===== config.mk =====
export PLATFORM = sky130hd
export DESIGN_NAME = plb_ram
export DESIGN_NICKNAME = d
export VERILOG_FILES = /design/src/rtl/plb_ram.sv
export SDC_FILE = /design/constraint.sdc
export NUM_CORES = 2
export LEC_CHECK = 0
export ABC_AREA = 1
export BUFFER_PORTS_ARGS = -buffer_cell sky130_fd_sc_hd__buf_2
export CAP_MARGIN = 20
export CORE_UTILIZATION = 40
export DETAILED_ROUTE_END_ITERATION = 16
export PLACE_DENSITY_LB_ADDON = 0.25
export SETUP_SLACK_MARGIN = 0.2
export SLEW_MARGIN = 10
export SYNTH_ARGS = -nofsm -noshare
export SYNTH_HDL_FRONTEND = slang
export SYNTH_SLANG_ARGS = --single-unit

===== constraint.sdc =====
create_clock -name clock -period 4.1 [get_ports clock]
set_input_delay 0.82 -clock clock [delete_from_list [all_inputs] [get_ports clock]]
set_output_delay 0.82 -clock clock [all_outputs]
set_load 0.02 [all_outputs]

===== src/rtl/plb_ram.sv =====
// Generic single-write, single-read synchronous RAM with registered read.
module plb_ram #(
   parameter int WIDTH = 8,
   parameter int DEPTH = 256
) (
   input  logic                     clock,
   input  logic                     wr_en,
   input  logic [$clog2(DEPTH)-1:0] wr_addr,
   input  logic [WIDTH-1:0]         wr_data,
   input  logic                     rd_en,
   input  logic [$clog2(DEPTH)-1:0] rd_addr,
   output logic [WIDTH-1:0]         rd_data
);

   logic [WIDTH-1:0] mem_ff [DEPTH];
   logic [WIDTH-1:0] rd_data_ff;

   // read returns the content before a same-edge write
   always_ff @(posedge clock) begin
      if (wr_en) begin
         mem_ff[wr_addr] <= wr_data;
      end
      if (rd_en) begin
         rd_data_ff <= mem_ff[rd_addr];
      end
   end

   assign rd_data = rd_data_ff;

endmodule


==> results.json <==
{
  "layout_commonest_cell": "nand2_1",
  "cap_viol_max_count": 0,
  "synth.avg_cell_area_um2": 11.9,
  "endpoint_kind": "register",
  "clk_latency_ns": 0.86,
  "numClockSinks": 2056,
  "power_mw": 44.9,
  "swShare_pct": 22.7,
  "power_switching_mw": 10.2,
  "grt_pass1_wl_um": 356000,
  "hold_class": "in2reg",
  "ys_warn_count": 0,
  "clock.fmax_mhz": 347,
  "hold_viol_final": 0,
  "fin_crit_ns": 2.88,
  "p_clk_share_pct": 42.2,
  "placementRows": 167,
  "p_int_mw": 34.7,
  "power_frac_comb_pct": 6.1,
  "timing.rr.end": "rd_data[2]",
  "slew_headroom_pct": 23.3,
  "totalWireLength_um": 240000,
  "whs_endpoint": "rd_data[1]",
  "vias": 54900,
  "syn-cell-area_um2": 83500,
  "ys_types": 13,
  "clk_path_buf_depth": 3,
  "drt_first_pass_iters": 6,
  "htreeDepth": 4,
  "synth_compound_gate_area_share_pct": 0,
  "status": "finished, final reports clean",
  "synth_area_leader_cell": "edfxtp_1",
  "cts_setup_buffers": 0,
  "grt_max_degree": 148,
  "r2r_start": "mem_ff[97][2]",
  "drt-initial-drc-count": 6494,
  "grt_pass1_vias": 52400,
  "critPathLaunchType": "input pin",
  "ys_ff_latch": 2056,
  "drt-wirelength-per-cell_um": 24.0,
  "die_h_um": 459,
  "dp_hpwl_um": 140000,
  "ctsHoldBuffers": 0,
  "antenna_found_initial": 10,
  "overflow": 0,
  "cp_data_required_time_ns": 4.70,
  "drc": 0,
  "drive_above_1_share_pct": 8.31,
  "cp.arrival_ns": 3.48,
  "core_area_um2": 207000,
  "die_x_um": 459,
  "final_cells": 10000,
  "p_leak_nw": 32.6,
  "max-vdd-ir-drop_mv": 0.449,
  "power_density_nw_per_um2": 476,
  "cts_buffers": 213,
  "clkTransAtPathRegs_ns": 0.06,
  "mostFrequentLayoutCells": "nand2_1, edfxtp_1, nand3_1, nor2_1, clkbuf_16",
  "clock_skew_ns": 0.0335,
  "synth_seq_area_share_pct": 74.0,
  "cts_resized": 0,
  "io_buffers": 34,
  "synth_nets": 7030,
  "synthAdderAreaFrac_pct": 0,
  "synth_top_family_by_area": "simple AND/OR/NAND/NOR gates",
  "place_ws_ns": 0.446,
  "grtUsageTotal_pct": 22.7,
  "p_seq_share_pct": 51.7,
  "worst_pin_slew_ns": 1.15,
  "slew_viol_final": 0,
  "placed_cells": 9603,
  "synth-xor-area-share_pct": 0,
  "reg2reg_slack_ns": 1.92,
  "start_util_pct": 40.3,
  "fin_setup_tns_ns": 0,
  "synthTopCellsByArea": "edfxtp_1, nand3_1, nand2_1",
  "cts-root-buf": "clkbuf_16",
  "crit_type": "in2reg",
  "detail-route-antenna-nets": 0,
  "hp-start": "rd_en",
  "area_delta_synth_final_pct": 12.9,
  "worst_slack_ns": 1.22,
  "cts_tree": "built",
  "via_per_inst": 5.49,
  "synthCells": 7003,
  "synthMuxAreaShare_pct": 0,
  "rr_worst_depth": 10,
  "die-area_um2": 211000,
  "nFillCells": 18900,
  "nets": 7057,
  "ioPinCount": 35,
  "hold_ws_ns": 0.415,
  "synth_simple_gate_area_share_pct": 22.9,
  "worstHoldPathCells": 1,
  "crit_fanout": 95,
  "finalSetupViolations": 0,
  "rsz0062_at_grt": "no",
  "finalCritPeriodShare_pct": 70.2,
  "globalplace.congestion": 0.871,
  "synth_top_area_share_pct": 74.0
}
## synth_stat cells, drive strengths merged
| cell type | instances |
|---|---|
| buf | 371 |
| edfxtp | 2056 |
| inv | 39 |
| nand3 | 2019 |
| nor2 | 283 |
| clkbuf | 112 |
| nand2 | 2123 |
## cells by family (layout without fill, tap and decap cells)
group                  count (synthesis)  count (layout)
flip-flops                          2056            2056
buffers and inverters                522             725
other                                  0               8
AND/OR/NAND/NOR                     4425            4425
## power by group through the flow
| stage | clock network [mW] | logic [mW] | registers, mW |
|---|---|---|---|
| after floorplan | 0 | 1.43 | 23.6 |
| after global placement | 0 | 2.73 | 23.6 |
| after detailed placement | 0 | 2.75 | 23.6 |
| after CTS | 19.2 | 2.75 | 23.2 |
| after global routing | 20.0 | 2.96 | 23.2 |
| final | 18.9 | 2.75 | 23.2 |
## area by class of cell
class / count / area, um^2 / area share [%]
sequential: 2056 / 61700 / 65.5
multi-input combinational: 4425 / 19100 / 20.3
clock inverter: 116 / 1040 / 1.10
tap: 2788 / 3490 / 3.70
antenna: 8 / 20.0 / 0.0212
clock buffer: 275 / 5710 / 6.06
inverter: 39 / 180 / 0.191
timing repair buffer: 295 / 2920 / 3.10
## worst max-delay path by stage
stage               cells past startpoint  slack (ns)              to       start
floorplan                               4        1.79  mem_ff[162][0]       wr_en
global route                            5        1.18  mem_ff[160][4]  wr_addr[5]
finish                                 12        1.22      rd_data[2]  rd_addr[1]
global placement                       12        0.45      rd_data[4]  rd_addr[1]
CTS                                    11        1.36      rd_data[4]  rd_addr[2]
detailed placement                     11        0.45      rd_data[4]  rd_addr[2]
## worst max-delay path: stages
cell	delay [ns]
buf_8	0.17
inv_8	0.35
buf_12	0.48
nand3_1	0.14
nand3_1	0.17
nand3_1	0.15
nand3_1	0.16
nand3_1	0.16
nand3_1	0.30
nand2_1	0.22
nand2_1	0.17
nand2_1	0.08
## metal layers
metal | part of all wire [%] | track usage, %
met5 | 0.0037 | 0
met4 | 2.9 | 7.48
met3 | 8.1 | 3.56
met2 | 47 | 36.2
met1 | 42 | 31.8
## per-stage QoR
step	instance area [um^2]	util (%)
after detailed placement	87500	42.2
final	94200	45.5
after CTS	94200	45.5
after global routing	94200	45.5
after global placement	87500	42.2
after floorplan	83500	-
## registers in the layout, indices dropped and copies added (netlist names)
| register | flops |
|---|---|
| rd_data | 8 |
| mem_ff | 2048 |
No activity file was read; power rests on OpenSTA's default activity.
