<file path="config.mk">
export PLATFORM = sky130hd
export DESIGN_NAME = plb_merge
export DESIGN_NICKNAME = d
export VERILOG_FILES = /design/src/rtl/plb_pkg.sv /design/src/rtl/plb_merge.sv
export SDC_FILE = /design/constraint.sdc
export NUM_CORES = 1
export LEC_CHECK = 0
export BUFFER_PORTS_ARGS = -buffer_cell sky130_fd_sc_hd__buf_4
export CAP_MARGIN = 15
export CORE_ASPECT_RATIO = 1.2
export CORE_MARGIN = 8
export CORE_UTILIZATION = 25
export DETAILED_ROUTE_END_ITERATION = 8
export SETUP_SLACK_MARGIN = 0.3
export SYNTH_ARGS = -nofsm -noshare
export SYNTH_HDL_FRONTEND = slang
export SYNTH_SLANG_ARGS = --single-unit
export TNS_END_PERCENT = 50
</file>
<file path="constraint.sdc">
create_clock -name vclk -period 3.1
set_input_delay 0.465 -clock vclk [all_inputs]
set_output_delay 0.465 -clock vclk [all_outputs]
set_load 0.1 [all_outputs]
</file>
<file path="src/rtl/plb_pkg.sv">
// Shared types and constants for the page-mode bitmap blitter.
package plb_pkg;

   localparam int COLUMNS_PER_SIDE = 64;
   localparam int PAGE_COUNT       = 8;
   localparam int DISPLAY_WIDTH    = 2 * COLUMNS_PER_SIDE;
   localparam int COL_BITS         = $clog2(COLUMNS_PER_SIDE);
   localparam int PAGE_BITS        = $clog2(PAGE_COUNT);
   localparam int ADDR_BITS        = 1 + PAGE_BITS + COL_BITS;
   localparam int MEM_DEPTH        = 2 * PAGE_COUNT * COLUMNS_PER_SIDE;
   localparam int PREV_DEPTH       = 256;
   localparam int PREV_BITS        = $clog2(PREV_DEPTH);

   localparam logic [7:0] FULL_BYTE     = 8'hff;
   localparam logic [7:0] UNDERLINE_BIT = 8'h80;

   typedef enum logic [2:0] {
      CSR_START_COLUMN   = 3'd0,
      CSR_START_ROW      = 3'd1,
      CSR_BLIT_WIDTH     = 3'd2,
      CSR_BLIT_HEIGHT    = 3'd3,
      CSR_RASTER_OP      = 3'd4,
      CSR_INVERT_SOURCE  = 3'd5,
      CSR_UNDERLINE_LAST = 3'd6
   } csr_index_type;

   typedef enum logic [2:0] {
      ROP_COPY    = 3'd0,
      ROP_XOR     = 3'd1,
      ROP_OR      = 3'd2,
      ROP_AND     = 3'd3,
      ROP_AND_NOT = 3'd4,
      ROP_OR_NOT  = 3'd5
   } rop_type;

   typedef struct packed {
      logic [7:0] column_byte;
      logic       first_item;
   } req_word_type;

   typedef struct packed {
      logic       side;
      logic [2:0] page;
      logic [5:0] column;
      logic [7:0] pixel_data;
      logic       status;
      logic       last;
   } rsp_word_type;

   // One display cell as seen by the cursor, handed to the merge stage
   typedef struct packed {
      logic                 live;
      logic                 err;
      logic                 write;
      logic [ADDR_BITS-1:0] addr;
      logic [PREV_BITS-1:0] prev_addr;
      logic [2:0]           off;
      logic                 first_pg;
      logic                 last_pg;
      logic                 inv;
      logic                 ul;
      logic [2:0]           op;
      logic                 last;
   } site_type;

endpackage

</file>
<file path="src/rtl/plb_merge.sv">
// Source shaping, page masking and raster operation for one display byte.
module plb_merge (
   input  plb_pkg::site_type site,
   input  logic [7:0]        src_byte,
   input  logic [7:0]        prev_byte,
   input  logic [7:0]        old_byte,
   output logic [7:0]        new_byte
);
   import plb_pkg::*;

   logic [7:0]  src_b;
   logic [7:0]  src_p;
   logic [15:0] sh_b;
   logic [15:0] sh_p;
   logic [7:0]  shaped;
   logic [7:0]  mask;
   logic [7:0]  n2;
   logic [7:0]  o2;

   always_comb begin
      src_b = site.inv ? ~src_byte : src_byte;
      src_p = site.inv ? ~prev_byte : prev_byte;
      if (site.ul && site.last_pg) begin
         src_p = src_p | UNDERLINE_BIT;
      end
      sh_b = {8'h00, src_b} << site.off;
      sh_p = {8'h00, src_p} << site.off;

      if (site.off != 3'd0) begin
         // lower part of the page above, upper part of this one
         shaped = (site.first_pg ? 8'h00 : sh_p[15:8]) |
                  (site.last_pg  ? 8'h00 : sh_b[7:0]);
         if (site.last_pg) begin
            mask = FULL_BYTE << site.off;
         end else if (site.first_pg) begin
            mask = (8'h01 << site.off) - 8'h01;
         end else begin
            mask = 8'h00;
         end
      end else begin
         shaped = src_b | ((site.ul && site.last_pg) ? UNDERLINE_BIT : 8'h00);
         mask   = 8'h00;
      end

      n2 = shaped | (old_byte & mask);
      o2 = old_byte & ~mask;

      case (site.op)
         ROP_XOR:     new_byte = n2 ^ o2;
         ROP_OR:      new_byte = n2 | o2;
         ROP_AND:     new_byte = n2 & o2;
         ROP_AND_NOT: new_byte = n2 & ~o2;
         ROP_OR_NOT:  new_byte = n2 | ~o2;
         default:     new_byte = n2;
      endcase
   end

endmodule

</file>
==> results of run 1 <==
[timing repair]
item	in CTS	in global routing
gates resized for setup	14	48
setup buffers	1	5
pin swaps	3	16
setup endpoints to repair	7	8
hold endpoints to repair	0	0
[cell usage after synthesis, drive strengths merged, types with 3 or more instances]
cell / n / area [um2]
o22ai: 3 / 18.8
nand2: 32 / 120
a221oi: 4 / 35.0
nand4b: 3 / 26.3
nor2: 29 / 109
o2111ai: 3 / 26.3
mux2i: 17 / 170
nand3: 9 / 45.0
buf: 14 / 86.3
and3b: 3 / 26.3
a21boi: 3 / 22.5
o21a: 3 / 22.5
or3: 4 / 30.0
and3: 7 / 43.8
nor3: 8 / 45.0
a31oi: 5 / 31.3
nand4: 4 / 25.0
o311ai: 6 / 52.6
clkbuf: 6 / 22.5
o21ai: 13 / 65.1
nand3b: 3 / 22.5
xor2: 5 / 43.8
nand2b: 5 / 31.3
a21oi: 9 / 45.0
xnor2: 11 / 96.3
inv: 10 / 37.5
[worst max-delay path, cell delays in order]
cell and delay [ns]:
buf_8 0.08, mux4_2 0.50, nand3_2 0.08, o311ai_2 0.10, a222oi_1 0.70, o21ai_1 0.14, and3_1 0.22, nand4_1 0.09
buf_8 0.21
[path summary, 6_finish.rpt]
| path | slack [ns] | start | endpoint |
|---|---|---|---|
| setup / recovery | 0.04 | site[9] | new_byte[7] |
| hold / removal | 1.46 | old_byte[0] | new_byte[0] |
[layer usage]
layer  global-route usage (%)  wire length, um  vias up
met5                        0                0        -
met4                     2.15               83        0
met3                     1.03              457        8
met2                     20.1             2950       80
met1                     15.6             2370     1042
li1                         -                -     1072
[area by class of cell]
class              instances  area (um2)  area share (%)
well taps                 85         106            4.37
repair buffers            66         613            25.2
inverters                 11        43.8            1.80
multi-input cells        225        1670            68.6
[cells by family after synthesis]
group | count (synthesis) | share of synthesized area (%)
multiplexers | 18 | 11.8
XOR/XNOR | 16 | 8.60
AO/OA/AOI/OAI | 73 | 33.4
AND/OR/NAND/NOR | 118 | 36.9
buffers and inverters | 31 | 9.22
[per-stage QoR]
stage	setup TNS [ns]	setup WS, ns	total power, mW	utilization, %	cell area [um2]
floorplan	-0.114	-0.0641	0.360	-	1700
global placement	0	0.0493	0.492	33.3	2120
detailed placement	0	0.00919	0.496	33.3	2120
CTS	0	0.0800	0.519	34.5	2190
global route	-0.0577	-0.0577	0.606	38.2	2430
finish	0	0.0429	0.570	38.2	2430
[report_power, final]
group | switching (mW) | leakage, nW | total [mW] | internal [mW]
sequential | 0 | 0 | 0 | 0
combinational | 0.345 | 0.969 | 0.570 | 0.226
clock | 0 | 0 | 0 | 0
==> metrics.yaml, run 1 <==
status:
  outcome: "finished clean"
timing:
  hold_viol_final: 0
  fmax_mhz: 327
  final-setup-viol-count: 0
  post-route-min-period_ns: 3.06
  tightestPinTransition_ns: 0.773
  rsz0062_at_grt: "yes"
  drv_slew: 0
  final.period_utilization_pct: 98.6
  whs_ns: 1.46
  slew_headroom_pct: 48.5
logic_synthesis:
  synthDistinctLibCells: 62
  syn-mean-instance-area_um2: 6.36
  syn_area_um2: 1630
  synth_nets: 312
  yosys_warnings: 0
  yosysSeqAreaShare_pct: 0
  synth_cells: 256
die:
  start_util_pct: 25.6
  die_h_um: 104
  ios: 64
  rows: 32
  die_w_um: 89.7
  die_area_um2: 9370
  core_region_area_um2: 6370
worst_setup_path:
  critPathMaxFanout: 4
  critPathRequiredTime_ns: 2.63
  cp-end-kind: "primary output"
  crit_path_start_kind: "input port"
  path_class: "input port to primary output"
  arrival_ns: 2.59
finish:
  area_delta_synth_final_pct: 49.2
  instances_no_fill: 387
  diodes: 0
  regArea_um2: 0
  final_cell_mix: "buf_4 (48), nand2_1 (31), nor2_1 (27)"
  clkbuf_count: 0
  fillCellCount: 688
  seq_cell_count: 0
  drive_gt1_share_pct: 33.1
  layout.cells.most_common: "buf_4"
  fin_nets: 360
global_routing:
  grt-ovfl-total: 0
  first_global_vias: 2040
  antenna_found_initial: 0
  grt_max_degree: 22
  grt_first_pass_wirelength_um: 9390
  grt_usage_pct: 11.8
routing:
  vias: 2202
  drc: 0
  vias_per_cell: 5.69
  antenna_left: 0
  drt_pass1_iterations: 4
  first_iter_violations: 112
  avgRoutedWirePerCell_um: 15.2
  wl_um: 5860
clock_network:
  hold_buffers: 0
placement:
  port_buffers: 41
  dp_hpwl_um: 4570
  dp.cells: 381
  gp_congestion: 0.884
job:
  maxCapViolCount: 0
worst_hold_path:
  hold_path_class: "input port to primary output"
  hold_depth: 4
power:
  powerDensity_nw_per_um2: 235
  p_leak_nw: 0.969
  irDropWorstVdd_mv: 0.115
(Power assumes the default switching activity.)
==> inputs of run 2 (changes only) <==
--- a/config.mk
+++ b/config.mk
@@ -5,12 +5,12 @@
 export SDC_FILE = /design/constraint.sdc
 export NUM_CORES = 1
 export LEC_CHECK = 0
-export BUFFER_PORTS_ARGS = -buffer_cell sky130_fd_sc_hd__buf_4
 export CAP_MARGIN = 15
 export CORE_ASPECT_RATIO = 1.2
 export CORE_MARGIN = 8
-export CORE_UTILIZATION = 25
+export CORE_UTILIZATION = 45
 export DETAILED_ROUTE_END_ITERATION = 8
+export DONT_BUFFER_PORTS = 1
 export SETUP_SLACK_MARGIN = 0.3
 export SYNTH_ARGS = -nofsm -noshare
 export SYNTH_HDL_FRONTEND = slang
==> run 2 against run 1 <==
Compared with the run above:
- power shrank 28%
- sequential cell count is the same
- first-iteration DRC count grew 46%
- final area decreased by 28%
- utilization up 11 points
- hold slack got worse by 0.15 ns
- sequential share of layout area stayed put
- global-route usage rose by 4.7 points
- combinational power down 28%
- cell count shrank 26%
- via count fell by 14%
- highest routed layer unchanged
==> metrics.yaml, run 2 (synthesis gave the netlist of run 1 again) <==
routing:
  vias_per_cell: 6.61
  wl_um: 4890
  first_iter_violations: 163
  avgRoutedWirePerCell_um: 17.0
  drc: 0
  vias: 1896
  antenna_left: 0
  drt_pass1_iterations: 5
finish:
  fin_nets: 306
  fillCellCount: 390
  area_delta_synth_final_pct: 6.84
  seq_cell_count: 0
  instances_no_fill: 287
  clkbuf_count: 0
  final_cell_mix: "nand2_1 (32), nor2_1 (29), mux2i_1 (17)"
  drive_gt1_share_pct: 11.3
  final_util_pct: 49.1
  layout.cells.most_common: "nand2_1"
  regArea_um2: 0
  diodes: 0
worst_setup_path:
  critPathMaxFanout: 31
  worstPathCellList: "mux4_2 > or3_1 > o311ai_2 > a222oi_1 > or4b_1 > nand4_1 > buf_12"
  cp-end-kind: "primary output"
  crit_slowest_cell: "or4b_1"
  arrival_ns: 2.38
  path_class: "input port to primary output"
  critPathRequiredTime_ns: 2.63
  cp_slowest_stage_delay_ns: 0.50
  crit_path_start_kind: "input port"
timing:
  tns_ns: 0
  post-route-min-period_ns: 2.85
  fmax_mhz: 351
  drv_slew: 0
  slew_headroom_pct: 61.9
  final-setup-viol-count: 0
  hold_viol_final: 0
  final.period_utilization_pct: 91.8
  tightestPinTransition_ns: 0.563
  fin_ws_ns: 0.253
  rsz0062_at_grt: "yes"
worst_hold_path:
  hold_path_class: "input port to primary output"
status:
  outcome: "finished clean"
placement:
  pre_cts_slack_ns: 0.254
  dp_hpwl_um: 3780
  port_buffers: 0
  gp_congestion: 0.856
  dp.cells: 286
power:
  total_power_mw: 0.411
  p_leak_nw: 0.658
  irDropWorstVdd_mv: 0.0967
  powerDensity_nw_per_um2: 236
job:
  maxCapViolCount: 0
die:
  core_region_area_um2: 3540
  die_h_um: 81.9
  start_util_pct: 46.0
  die_w_um: 70.9
  die_area_um2: 5810
  ios: 64
  rows: 24
global_routing:
  grt_usage_pct: 16.6
  grt-ovfl-total: 0
  busiest_layer: "met2"
  use_met2_pct: 31.1
  first_global_vias: 1796
  grt_max_degree: 37
  global_route.usage.met3_pct: 3.42
  grt_first_pass_wirelength_um: 8260
  grtUsageMet1_pct: 19.3
  antenna_found_initial: 0
==> run 2: cell count changes in the layout (fill, tap and decap cells not counted), moves of 3 or more <==
cell	change
buf_8	-4
buf_6	-10
mux2i_1	+3
buf_4	-38
==> run 2: per-layer routing <==
layer  vias to the layer above  routed length [um]
li1                        955                   -
met5                         -                   0
met3                         6                 438
met4                         0                  51
met2                        61                2460
met1                       874                1940
==> run 2: power breakdown <==
group / switching, mW / internal (mW) / leakage, nW
combinational: 0.263 / 0.147 / 0.658
clock: 0 / 0 / 0
sequential: 0 / 0 / 0
total: 0.263 / 0.147 / 0.658
==> run 2: final cells by class <==
type	instances	area (um2)	area share, %
multi-input cells	225	1540	88.2
repair buffers	12	115	6.61
well taps	39	48.8	2.80
inverters	11	41.3	2.37
==> run 2: critical path, delay by kind of cell <==
kind	cells	cell delay [ns]
AO/OA/AOI/OAI	2	0.28
buffers and inverters	1	0.19
multiplexers	1	0.49
AND/OR/NAND/NOR	3	0.96
==> run 2: what timing repair did <==
item	in CTS	in global routing
endpoints found under the setup margin	1	4
cloned	0	0
hold buffers	0	0
setup buffers	1	0
pin swaps	1	1
gates resized for setup	0	3
==> run 2: through the flow <==
stage / hold WS, ns / area (um2)
6_report: 1.31 / 1740
5_1_grt: 1.33 / 1740
4_1_cts: 1.32 / 1730
3_5_place_dp: 1.32 / 1720
3_3_place_gp: 1.31 / 1720
2_1_floorplan: 1.30 / 1700
==> run 2: final timing paths <==
kind,slack (ns),from,depth (start not counted),to
worst max-delay path,0.25,site[9],7,new_byte[7]
worst min-delay path,1.31,site[2],3,new_byte[6]
