<file path="config.mk">
export PLATFORM = sky130hd
export DESIGN_NAME = plb_cursor
export DESIGN_NICKNAME = d
export VERILOG_FILES = /design/src/rtl/plb_pkg.sv /design/src/rtl/plb_cursor.sv
export SDC_FILE = /design/constraint.sdc
export NUM_CORES = 1
export LEC_CHECK = 0
export BUFFER_PORTS_ARGS = -buffer_cell sky130_fd_sc_hd__buf_2
export CAP_MARGIN = 0
export CORE_MARGIN = 10
export CORE_UTILIZATION = 30
export DETAILED_ROUTE_END_ITERATION = 6
export SYNTH_ARGS = -nofsm -noshare
export SYNTH_HDL_FRONTEND = slang
export SYNTH_SLANG_ARGS = --single-unit
</file>
<file path="constraint.sdc">
create_clock -name clock -period 5.1 [get_ports clock]
set_input_delay 0.255 -clock clock [delete_from_list [all_inputs] [get_ports clock]]
set_output_delay 0.255 -clock clock [all_outputs]
set_load 0.02 [all_outputs]
</file>
<file path="src/rtl/plb_pkg.sv">
// Shared types and constants for the page-mode bitmap blitter.
package plb_pkg;

   localparam int COLUMNS_PER_SIDE = 64;
   localparam int PAGE_COUNT       = 8;
   localparam int DISPLAY_WIDTH    = 2 * COLUMNS_PER_SIDE;
   localparam int COL_BITS         = $clog2(COLUMNS_PER_SIDE);
   localparam int PAGE_BITS        = $clog2(PAGE_COUNT);
   localparam int ADDR_BITS        = 1 + PAGE_BITS + COL_BITS;
   localparam int MEM_DEPTH        = 2 * PAGE_COUNT * COLUMNS_PER_SIDE;
   localparam int PREV_DEPTH       = 256;
   localparam int PREV_BITS        = $clog2(PREV_DEPTH);

   localparam logic [7:0] FULL_BYTE     = 8'hff;
   localparam logic [7:0] UNDERLINE_BIT = 8'h80;

   typedef enum logic [2:0] {
      CSR_START_COLUMN   = 3'd0,
      CSR_START_ROW      = 3'd1,
      CSR_BLIT_WIDTH     = 3'd2,
      CSR_BLIT_HEIGHT    = 3'd3,
      CSR_RASTER_OP      = 3'd4,
      CSR_INVERT_SOURCE  = 3'd5,
      CSR_UNDERLINE_LAST = 3'd6
   } csr_index_type;

   typedef enum logic [2:0] {
      ROP_COPY    = 3'd0,
      ROP_XOR     = 3'd1,
      ROP_OR      = 3'd2,
      ROP_AND     = 3'd3,
      ROP_AND_NOT = 3'd4,
      ROP_OR_NOT  = 3'd5
   } rop_type;

   typedef struct packed {
      logic [7:0] column_byte;
      logic       first_item;
   } req_word_type;

   typedef struct packed {
      logic       side;
      logic [2:0] page;
      logic [5:0] column;
      logic [7:0] pixel_data;
      logic       status;
      logic       last;
   } rsp_word_type;

   // One display cell as seen by the cursor, handed to the merge stage
   typedef struct packed {
      logic                 live;
      logic                 err;
      logic                 write;
      logic [ADDR_BITS-1:0] addr;
      logic [PREV_BITS-1:0] prev_addr;
      logic [2:0]           off;
      logic                 first_pg;
      logic                 last_pg;
      logic                 inv;
      logic                 ul;
      logic [2:0]           op;
      logic                 last;
   } site_type;

endpackage

</file>
<file path="src/rtl/plb_cursor.sv">
// Configuration registers, blit parameters and page/column cursor.
module plb_cursor (
   input  logic             clock,
   input  logic             reset,
   input  logic             csr_write_enable,
   input  logic [2:0]       csr_index,
   input  logic [7:0]       csr_write_data,
   input  logic             advance,
   input  logic             first_item,
   output plb_pkg::site_type site
);
   import plb_pkg::*;

   logic [6:0] start_column_ff;
   logic [5:0] start_row_ff;
   logic [7:0] blit_width_ff;
   logic [6:0] blit_height_ff;
   logic [2:0] raster_op_ff;
   logic       invert_ff;
   logic       underline_ff;

   logic [6:0] col_ff;
   logic [2:0] off_ff;
   logic [2:0] ps_ff;
   logic [4:0] pe_ff;
   logic [7:0] width_ff;
   logic [2:0] op_ff;
   logic       inv_ff;
   logic       ul_ff;
   logic       active_ff, active_in;
   logic [4:0] page_ff, page_in;
   logic [7:0] colcnt_ff, colcnt_in;

   logic       cfg_err;
   logic [4:0] cfg_pe;
   logic [6:0] e_col;
   logic [2:0] e_off;
   logic [2:0] e_ps;
   logic [4:0] e_pe;
   logic [7:0] e_width;
   logic [2:0] e_op;
   logic       e_inv;
   logic       e_ul;
   logic       e_active;
   logic [4:0] e_page;
   logic [7:0] e_cc;
   logic [8:0] x;
   logic [8:0] last_x_raw;
   logic [8:0] last_x;
   logic [4:0] last_page;
   logic [8:0] cc_next;
   logic [4:0] page_next;
   logic       on_panel;

   always_ff @(posedge clock) begin
      if (reset) begin
         start_column_ff <= 7'd0;
         start_row_ff    <= 6'd0;
         blit_width_ff   <= 8'd8;
         blit_height_ff  <= 7'd8;
         raster_op_ff    <= 3'd0;
         invert_ff       <= 1'b0;
         underline_ff    <= 1'b0;
      end else if (csr_write_enable) begin
         case (csr_index)
            CSR_START_COLUMN:   start_column_ff <= csr_write_data[6:0];
            CSR_START_ROW:      start_row_ff    <= csr_write_data[5:0];
            CSR_BLIT_WIDTH:     blit_width_ff   <= csr_write_data;
            CSR_BLIT_HEIGHT:    blit_height_ff  <= csr_write_data[6:0];
            CSR_RASTER_OP:      raster_op_ff    <= csr_write_data[2:0];
            CSR_INVERT_SOURCE:  invert_ff       <= csr_write_data[0];
            CSR_UNDERLINE_LAST: underline_ff    <= csr_write_data[0];
            default: ;
         endcase
      end
   end

   assign cfg_err = (blit_height_ff < 7'd8) || (blit_width_ff == 8'd0);
   assign cfg_pe  = 5'((9'(start_row_ff) + 9'(blit_height_ff) - 9'd1) >> 3);

   // a starting word takes its parameters straight from the registers
   always_comb begin
      if (first_item) begin
         e_col    = start_column_ff;
         e_off    = start_row_ff[2:0];
         e_ps     = start_row_ff[5:3];
         e_pe     = cfg_pe;
         e_width  = blit_width_ff;
         e_op     = raster_op_ff;
         e_inv    = invert_ff;
         e_ul     = underline_ff;
         e_active = !cfg_err;
         e_page   = {2'b00, start_row_ff[5:3]};
         e_cc     = 8'd0;
      end else begin
         e_col    = col_ff;
         e_off    = off_ff;
         e_ps     = ps_ff;
         e_pe     = pe_ff;
         e_width  = width_ff;
         e_op     = op_ff;
         e_inv    = inv_ff;
         e_ul     = ul_ff;
         e_active = active_ff;
         e_page   = page_ff;
         e_cc     = colcnt_ff;
      end
   end

   assign x          = 9'(e_col) + 9'(e_cc);
   assign on_panel   = (x < 9'(DISPLAY_WIDTH)) && (e_page < 5'(PAGE_COUNT));
   assign last_page  = (e_pe > 5'(PAGE_COUNT - 1)) ? 5'(PAGE_COUNT - 1) : e_pe;
   assign last_x_raw = 9'(e_col) + 9'(e_width) - 9'd1;
   assign last_x     = (last_x_raw > 9'(DISPLAY_WIDTH - 1)) ? 9'(DISPLAY_WIDTH - 1)
                                                            : last_x_raw;

   always_comb begin
      site.live      = e_active;
      site.err       = first_item && cfg_err;
      site.write     = e_active && on_panel;
      site.addr      = {x[COL_BITS], e_page[PAGE_BITS-1:0], x[COL_BITS-1:0]};
      site.prev_addr = e_cc;
      site.off       = e_off;
      site.first_pg  = (e_page == {2'b00, e_ps});
      site.last_pg   = (e_page == e_pe);
      site.inv       = e_inv;
      site.ul        = e_ul;
      site.op        = e_op;
      site.last      = (e_page == last_page) && (x == last_x);
   end

   // step column, wrap to the next page, stop after the last page
   always_comb begin
      cc_next   = 9'(e_cc) + 9'd1;
      page_next = e_page + 5'd1;
      active_in = e_active;
      page_in   = e_page;
      colcnt_in = cc_next[7:0];
      if (e_active && (cc_next >= 9'(e_width))) begin
         colcnt_in = 8'd0;
         page_in   = page_next;
         if (page_next > e_pe) begin
            active_in = 1'b0;
         end
      end
   end

   always_ff @(posedge clock) begin
      if (reset) begin
         active_ff <= 1'b0;
         page_ff   <= 5'd0;
         colcnt_ff <= 8'd0;
      end else if (advance) begin
         active_ff <= active_in;
         page_ff   <= page_in;
         colcnt_ff <= colcnt_in;
      end
   end

   always_ff @(posedge clock) begin
      if (advance && first_item) begin
         col_ff   <= e_col;
         off_ff   <= e_off;
         ps_ff    <= e_ps;
         pe_ff    <= e_pe;
         width_ff <= e_width;
         op_ff    <= e_op;
         inv_ff   <= e_inv;
         ul_ff    <= e_ul;
      end
   end

endmodule

</file>
==> results of run 1 <==
[routing by layer]
metal | share of wire | vias to the layer above
met5 | 0 | -
met4 | 0.013 | 0
met3 | 0.034 | 10
met2 | 0.47 | 41
met1 | 0.49 | 1877
li1 | - | 2096
[area by class of cell]
type / count / area (sq um)
fill: 1842 / 11200
inverter: 66 / 248
sequential: 78 / 1870
tap: 225 / 282
clock inverter: 4 / 30.0
clock buffer: 12 / 258
multi-input combinational: 413 / 2980
timing repair buffer: 54 / 288
[state kept, by name (all words and copies together) (netlist names)]
name             flops
blit_width_ff        8
colcnt_ff            8
width_ff             8
blit_height_ff       7
col_ff               7
start_column_ff      7
start_row_ff         6
page_ff              5
pe_ff                5
off_ff               3
op_ff                3
ps_ff                3
raster_op_ff         3
active_ff            1
inv_ff               1
invert_ff            1
ul_ff                1
underline_ff         1
[through the flow]
step	instances	power, W	instance area (sq um)	util	setup WS [ns]
2_1_floorplan	579	0.000938	5200	-	0.366
3_3_place_gp	836	0.00102	5670	0.330	0.945
3_5_place_dp	836	0.00102	5670	0.330	0.817
4_1_cts	852	0.00164	5960	0.347	0.814
5_1_grt	852	0.00170	5960	0.347	0.553
6_report	852	0.00162	5960	0.347	0.834
[worst register-to-register path, stage by stage, from the launching register on]
cell                       delay [ns]
sky130_fd_sc_hd__dfxtp_1         0.36
sky130_fd_sc_hd__nor2b_1         0.43
sky130_fd_sc_hd__ha_1            0.28
sky130_fd_sc_hd__and3_1          0.24
sky130_fd_sc_hd__nand2_1         0.08
sky130_fd_sc_hd__mux2_2          0.30
sky130_fd_sc_hd__ha_1            0.31
sky130_fd_sc_hd__nor2b_1         0.14
sky130_fd_sc_hd__a41oi_1         0.22
sky130_fd_sc_hd__o211ai_1        0.13
sky130_fd_sc_hd__o211ai_1        0.26
sky130_fd_sc_hd__buf_4           0.28
sky130_fd_sc_hd__nor2_1          0.07
sky130_fd_sc_hd__xnor2_1         0.12
sky130_fd_sc_hd__o31ai_1         0.18
[power by group through the flow]
stage	clock [W]	combinational, W	sequential (W)
after floorplan	0	0.000247	0.000692
after global placement	0	0.000321	0.000695
after detailed placement	0	0.000321	0.000695
after CTS	0.000633	0.000323	0.000682
after global routing	0.000660	0.000361	0.000683
final	0.000617	0.000320	0.000681
[logic make-up (layout without fill, tap and decap cells)]
kind of cell,after synthesis,in the layout,share of synthesized area
AOI/OAI and AO/OA,105,105,0.134
xor gates and xnor gates,28,28,0.0512
adders and majority gates,48,48,0.118
buffers and inverters,88,136,0.0675
DFF,78,78,0.360
muxes,51,51,0.106
and+or+nand+nor,181,181,0.164
[cells in the mapped netlist (3+ instances only)]
library cell,instances,area (sq um)
sky130_fd_sc_hd__a21o_1,8,60.1
sky130_fd_sc_hd__and2_1,3,18.8
sky130_fd_sc_hd__a211oi_1,6,45.0
sky130_fd_sc_hd__ha_1,46,576
sky130_fd_sc_hd__a21oi_1,46,230
sky130_fd_sc_hd__nor2b_1,12,75.1
sky130_fd_sc_hd__mux2i_1,31,310
sky130_fd_sc_hd__dfxtp_1,47,941
sky130_fd_sc_hd__nor4_1,3,18.8
sky130_fd_sc_hd__clkbuf_1,13,48.8
sky130_fd_sc_hd__o21a_1,3,22.5
sky130_fd_sc_hd__nand2_1,68,255
sky130_fd_sc_hd__xnor2_1,18,158
sky130_fd_sc_hd__nor3_1,5,25.0
sky130_fd_sc_hd__buf_1,3,11.3
sky130_fd_sc_hd__o211ai_1,7,52.6
sky130_fd_sc_hd__nand2b_1,5,31.3
sky130_fd_sc_hd__or3_1,3,18.8
sky130_fd_sc_hd__xor2_1,8,70.1
sky130_fd_sc_hd__o21ai_0,7,35.0
sky130_fd_sc_hd__nand3_1,18,90.1
sky130_fd_sc_hd__mux2_2,18,203
sky130_fd_sc_hd__and3_1,8,50.1
sky130_fd_sc_hd__inv_1,64,240
sky130_fd_sc_hd__o31ai_1,3,22.5
sky130_fd_sc_hd__nand3b_1,3,22.5
sky130_fd_sc_hd__nor2_1,41,154
sky130_fd_sc_hd__edfxtp_1,31,931
sky130_fd_sc_hd__buf_4,3,22.5
[path summary, 6_finish.rpt]
path,from,to
min,csr_write_data[7],blit_width_ff[7]
max,first_item,site[0]
max reg2reg,colcnt_ff[1],page_ff[2]
min reg2reg,blit_height_ff[0],blit_height_ff[0]
==> summary.json, run 1 <==
{
  "pwr": {
    "share_comb_of_total_power": 0.197,
    "internal_power_consumption_w": 0.00116,
    "p_leak_nw": 2.66,
    "seq_power_share": 0.421,
    "power.density_nw_per_um2": 271,
    "clockPowerShare": 0.381,
    "peakVddDrop_mv": 0.157,
    "switching_power_w": 0.000455,
    "power.switching_fraction": 0.281
  },
  "timing": {
    "slew-limit-headroom": 0.424,
    "clock.fmax_mhz": 234,
    "final.setup_skew_ns": 0.00532,
    "setup_repair_after_global_routing_missed_its_margin": "false",
    "finalWorstPathRequiredPeriod_ns": 4.27,
    "hold_viol_final": 0,
    "min_period_over_period": 0.836,
    "finalHoldWorstSlack_ns": 0.180,
    "slew_violations": 0,
    "timing_worst_slew_pin_value_ns": 0.864,
    "setup-violations-final": 0,
    "fin_tns_setup_ns": 0
  },
  "global_route": {
    "grt_most_used_layer": "met2",
    "grt_start_max_net_pins": 46,
    "grt_antenna_before_repair": 0,
    "grtUsageMet2": 0.190,
    "first_global_vias": 4080,
    "grtUsageMet3": 0.0196,
    "grtUsageTotal": 0.115,
    "met1_usage": 0.149,
    "wire_length_of_the_first_global_routing_pass_microns": 21100,
    "grt-ovfl-total": 0
  },
  "cells_and_area": {
    "layout.cells.most_common_list": "68 x sky130_fd_sc_hd__nand2_1, 64 x sky130_fd_sc_hd__inv_1, 47 x sky130_fd_sc_hd__dfxtp_1, 47 x sky130_fd_sc_hd__buf_2",
    "syn_to_final_growth_pct": 14.5,
    "mostFrequentLayoutCell": "sky130_fd_sc_hd__nand2_1",
    "nNetsFinal": 686,
    "share_of_cells_above_drive_strength_1": 0.158,
    "antennaDiodeCount": 0
  },
  "detailed_routing": {
    "drt-total-wl_microns": 12800,
    "route.detailed.wl_per_inst_microns": 15.0,
    "drc_errors": 0,
    "drt_pre_antenna_iters": 4,
    "count_of_nets_left_with_antenna_violations_after_detail_routing": 0,
    "via_count": 4024,
    "initial_detailed_routing_violation_count": 206,
    "routed_via_density": 4.72
  },
  "synth": {
    "synth_async_sr_flop_share": 0,
    "main_flop_type_after_synthesis": "sky130_fd_sc_hd__dfxtp_1",
    "synth.avg_cell_area_sq_um": 8.99,
    "yosys_warnings": 0,
    "ys_seq_area_frac": 0.360,
    "netlist_instances": 579,
    "synth_cell_type_count": 67,
    "synth_edf_count": 31,
    "mappedNetlistArea_sq_um": 5200,
    "post_synthesis_net_count": 643,
    "postSynthRegisterBits": 78
  },
  "clock_tree": {
    "post-cts-setup-buffers": 0,
    "clk-insertion-delay-late_ns": 0.34,
    "cts_htree_levels": 3,
    "postCtsHoldBufs": 0,
    "clkTransAtPathRegs_ns": 0.06,
    "cts.repair.resized": 0,
    "tritoncts.num_buffers": 9,
    "tritoncts": "done",
    "ctsRootBufferMaster": "sky130_fd_sc_hd__clkbuf_16",
    "cts.sinks": 78,
    "cts.path.max_buffers": 2
  },
  "critical_path": {
    "max_stage_delay_ns": 0.44,
    "worst_setup_path_end_kind": "output port",
    "slowest_stage": "sky130_fd_sc_hd__buf_2",
    "cp_data_required_time_ns": 4.85,
    "setup.worst_path.start_class": "primary input",
    "cell_family_with_the_largest_share_of_critical_path_delay": "adder cells",
    "worstPathMaxFanout": 20,
    "cp_num_cells": 15,
    "ff2ff_path_depth": 14,
    "cp.arrival_ns": 4.01,
    "worst-setup-path-type": "primary input to output port",
    "rrSetupSlack_ns": 1.64,
    "crit_chain": "buf_2 > mux2i_1 > ha_1 > inv_1 > ha_1 > fa_1 > a21o_1 > a221o_1 > mux2i_1 > o31ai_1 > and2_1 > mux2_2 > a22oi_1 > and4_1 > buf_2",
    "cp.buffers_inverters": 3
  },
  "placement": {
    "finalWeightedCongestion": 0.819,
    "port_buffers": 47,
    "dpl.hpwl_microns": 9860
  },
  "floorplan": {
    "vertical_extent_of_the_die_microns": 152,
    "placement_rows": 48,
    "die_area_sq_um": 23000,
    "pin_count": 48,
    "core_area_sq_um": 17200,
    "die_w_microns": 152,
    "initial_utilization": 0.303
  },
  "worst_hold_path": {
    "hold_path.class": "primary input to flip-flop",
    "min_path_cells": 3
  },
  "status": {
    "outcome": "completed"
  },
  "job": {
    "max_cap_viol_count": 0
  }
}
(Power assumes the default switching activity.)
==> run 2: changes to the inputs <==
clock period = 3.95 ns   (was 5.1 ns; I/O delays follow)
==> summary.json, run 2 (synthesized netlist as in run 1, its figures left out) <==
{
  "detailed_routing": {
    "route.detailed.wl_per_inst": {"value": 15.3, "unit": "microns", "change": "+1.8%"},
    "drt_pre_antenna_iters": {"value": 4, "change": "unchanged"},
    "routed_via_density": {"value": 4.79, "change": "+1.4%"},
    "drt-total-wl": {"value": 13200, "unit": "microns", "change": "+3.2%"},
    "drc_errors": {"value": 0, "change": "unchanged"},
    "initial_detailed_routing_violation_count": {"value": 256, "change": "+24%"},
    "via_count": {"value": 4139, "change": "+2.9%"},
    "count_of_nets_left_with_antenna_violations_after_detail_routing": {"value": 0, "change": "unchanged"}
  },
  "floorplan": {
    "vertical_extent_of_the_die": {"value": 152, "unit": "microns", "change": "unchanged"},
    "core_area": {"value": 17200, "unit": "sq um", "change": "unchanged"},
    "die_area": {"value": 23000, "unit": "sq um", "change": "unchanged"},
    "die_w": {"value": 152, "unit": "microns", "change": "unchanged"},
    "initial_utilization": {"value": 0.303, "change": "unchanged"},
    "pin_count": {"value": 48, "change": "unchanged"},
    "placement_rows": {"value": 48, "change": "unchanged"}
  },
  "global_route": {
    "wire_length_of_the_first_global_routing_pass": {"value": 21200, "unit": "microns", "change": "+0.43%"},
    "first_global_vias": {"value": 3973, "change": "-2.6%"},
    "grt-ovfl-total": {"value": 0, "change": "unchanged"},
    "grt_start_max_net_pins": {"value": 46, "change": "unchanged"},
    "grt_antenna_before_repair": {"value": 0, "change": "unchanged"},
    "grtUsageTotal": {"value": 0.116, "change": "+0.000447"}
  },
  "pwr": {
    "peakVddDrop": {"value": 0.174, "unit": "mV", "change": "+11%"},
    "internal_power_consumption": {"value": 0.00161, "unit": "W", "change": "+38%"},
    "power.density": {"value": 360, "unit": "nW/um^2", "change": "+33%"},
    "switching_power": {"value": 0.000600, "unit": "W", "change": "+32%"},
    "clockPowerShare": {"value": 0.400, "change": "+0.019"},
    "power.switching_fraction": {"value": 0.272, "change": "-0.00987"},
    "p_leak": {"value": 2.73, "unit": "nW", "change": "+2.6%"},
    "share_comb_of_total_power": {"value": 0.201, "change": "+0.004"},
    "seq_power_share": {"value": 0.399, "change": "-0.022"}
  },
  "critical_path": {
    "cp.arrival": {"value": 3.69, "unit": "ns", "change": "-0.32 ns"},
    "setup.worst_path.start_class": "flip-flop",
    "worst_setup_path_end_kind": "output port",
    "worst-setup-path-type": "flip-flop to output port",
    "cp_data_required_time": {"value": 3.75, "unit": "ns", "change": "-1.10 ns"},
    "worstPathMaxFanout": {"value": 6, "change": "-70%"}
  },
  "placement": {
    "port_buffers": {"value": 47, "change": "unchanged"},
    "finalWeightedCongestion": {"value": 0.830, "change": "+1.4%"},
    "dp.cells": {"value": 846, "change": "+1.2%"},
    "placed_area": {"value": 5760, "unit": "sq um", "change": "+1.5%"},
    "dpl.hpwl": {"value": 10100, "unit": "microns", "change": "+2.4%"}
  },
  "cells_and_area": {
    "share_of_cells_above_drive_strength_1": {"value": 0.192, "change": "+0.0346"},
    "final_design_area_no_fill": {"value": 6120, "unit": "sq um", "change": "+2.7%"},
    "mostFrequentLayoutCell": "sky130_fd_sc_hd__nand2_1",
    "layout_top_registers": "blit_width_ff: 8 flops, colcnt_ff: 8 flops, width_ff: 8 flops",
    "final.fill_count": {"value": 1819, "change": "-1.2%"},
    "register_area": {"value": 1870, "unit": "sq um", "change": "+0.13%"},
    "nNetsFinal": {"value": 698, "change": "+1.7%"},
    "multi_input_comb_area": {"value": 3030, "unit": "sq um", "change": "+1.5%"},
    "antennaDiodeCount": {"value": 0, "change": "unchanged"},
    "syn_to_final_growth_pct": 17.7,
    "layout.cells.most_common_list": "68 x sky130_fd_sc_hd__nand2_1, 63 x sky130_fd_sc_hd__inv_1, 46 x sky130_fd_sc_hd__a21oi_1, 46 x sky130_fd_sc_hd__buf_2, 45 x sky130_fd_sc_hd__dfxtp_1",
    "final_non_filler_cells": {"value": 864, "change": "+1.4%"}
  },
  "clock_tree": {
    "ctsRootBufferMaster": "sky130_fd_sc_hd__clkbuf_16",
    "clkTransAtPathRegs": {"value": 0.06, "unit": "ns", "change": "about the same"},
    "tritoncts.num_buffers": {"value": 9, "change": "unchanged"},
    "cts.sinks": {"value": 78, "change": "unchanged"},
    "tritoncts": "done",
    "cts_htree_levels": {"value": 3, "change": "unchanged"},
    "clk-insertion-delay-late": {"value": 0.34, "unit": "ns", "change": "about the same"},
    "cts.path.max_buffers": {"value": 2, "change": "unchanged"}
  },
  "timing": {
    "setup-violations-final": {"value": 0, "change": "unchanged"},
    "slew_violations": {"value": 0, "change": "unchanged"},
    "timing_worst_slew_pin_value": {"value": 0.864, "unit": "ns", "change": "-0.000456 ns"},
    "final.setup_skew": {"value": 0.00717, "unit": "ns", "change": "+0.00185 ns"},
    "finalHoldWorstSlack": {"value": 0.153, "unit": "ns", "change": "-0.0274 ns"},
    "finalWorstPathRequiredPeriod_ns": 3.89,
    "clock.fmax_mhz": 257,
    "hold_viol_final": {"value": 0, "change": "unchanged"},
    "slew-limit-headroom": {"value": 0.424, "change": "about the same"},
    "min_period_over_period": 0.985,
    "fin_tns_setup": {"value": 0, "unit": "ns", "change": "unchanged"},
    "setup_repair_after_global_routing_missed_its_margin": "true"
  },
  "status": {
    "outcome": "completed"
  },
  "job": {
    "max_cap_viol_count": {"value": 0, "change": "unchanged"}
  },
  "worst_hold_path": {
    "hold_path.class": "primary input to flip-flop"
  }
}
run 2: stage by stage:
step / utilization / setup WS [ns] / total power (W)
finish: 0.357 / 0.0579 / 0.00221
global placement: 0.335 / 0.185 / 0.00133
CTS: 0.354 / 0.00924 / 0.00221
detailed placement: 0.335 / 0.0907 / 0.00133
global route: 0.357 / -0.145 / 0.00230
floorplan: - / 0.0390 / 0.00122
run 2: power by group through the flow:
stage	Sequential (W)	Combinational (W)	Clock (W)
2_1_floorplan	0.000893	0.000323	0
3_3_place_gp	0.000898	0.000428	0
3_5_place_dp	0.000898	0.000428	0
4_1_cts	0.000880	0.000434	0.000900
5_1_grt	0.000883	0.000495	0.000925
6_report	0.000880	0.000444	0.000883
run 2: critical path: stages (launching register included):
cell                       delay, ns
sky130_fd_sc_hd__edfxtp_1       0.38
sky130_fd_sc_hd__mux2i_2        0.20
sky130_fd_sc_hd__ha_2           0.21
sky130_fd_sc_hd__inv_2          0.04
sky130_fd_sc_hd__ha_4           0.16
sky130_fd_sc_hd__fa_2           0.36
sky130_fd_sc_hd__a21o_1         0.20
sky130_fd_sc_hd__a221o_1        0.36
sky130_fd_sc_hd__mux2i_1        0.20
sky130_fd_sc_hd__o31ai_2        0.09
sky130_fd_sc_hd__and2_4         0.19
sky130_fd_sc_hd__or3_4          0.33
sky130_fd_sc_hd__a221oi_2       0.27
sky130_fd_sc_hd__and4_4         0.25
sky130_fd_sc_hd__buf_6          0.11
run 2: layout make-up:
cell class	count	share of cell area
clock buffer	12	0.0386
clock inverter	4	0.0116
inverter	66	0.0404
multi-input combinational	413	0.495
sequential	78	0.306
tap	225	0.0460
timing repair buffer	66	0.0627
run 2: path summary, 6_finish.rpt:
| check | cells past startpoint | start | slack [ns] | to |
|---|---|---|---|---|
| max reg2reg | 13 | colcnt_ff[1] | 0.54 | colcnt_ff[1] |
| max | 14 | width_ff[0] | 0.06 | site[0] |
| min | 3 | csr_write_data[6] | 0.15 | blit_width_ff[6] |
| min reg2reg | 2 | blit_height_ff[0] | 0.46 | blit_height_ff[0] |
run 2: repair_timing:
item	in CTS	in global routing
setup buffers	1	1
pin swaps	2	8
resized for setup	5	9
hold buffers	0	0
setup endpoints to repair	1	1
run 2: routing by layer:
metal  global-route usage  vias up  part of all wire  wire length, microns
met4               0.0405        0             0.015                   202
li1                     -     2119                 -                     -
met1                0.151     1942              0.48                  6390
met5                    0        -                 0                     0
met3               0.0264       15             0.047                   622
met2                0.183       63              0.45                  6010
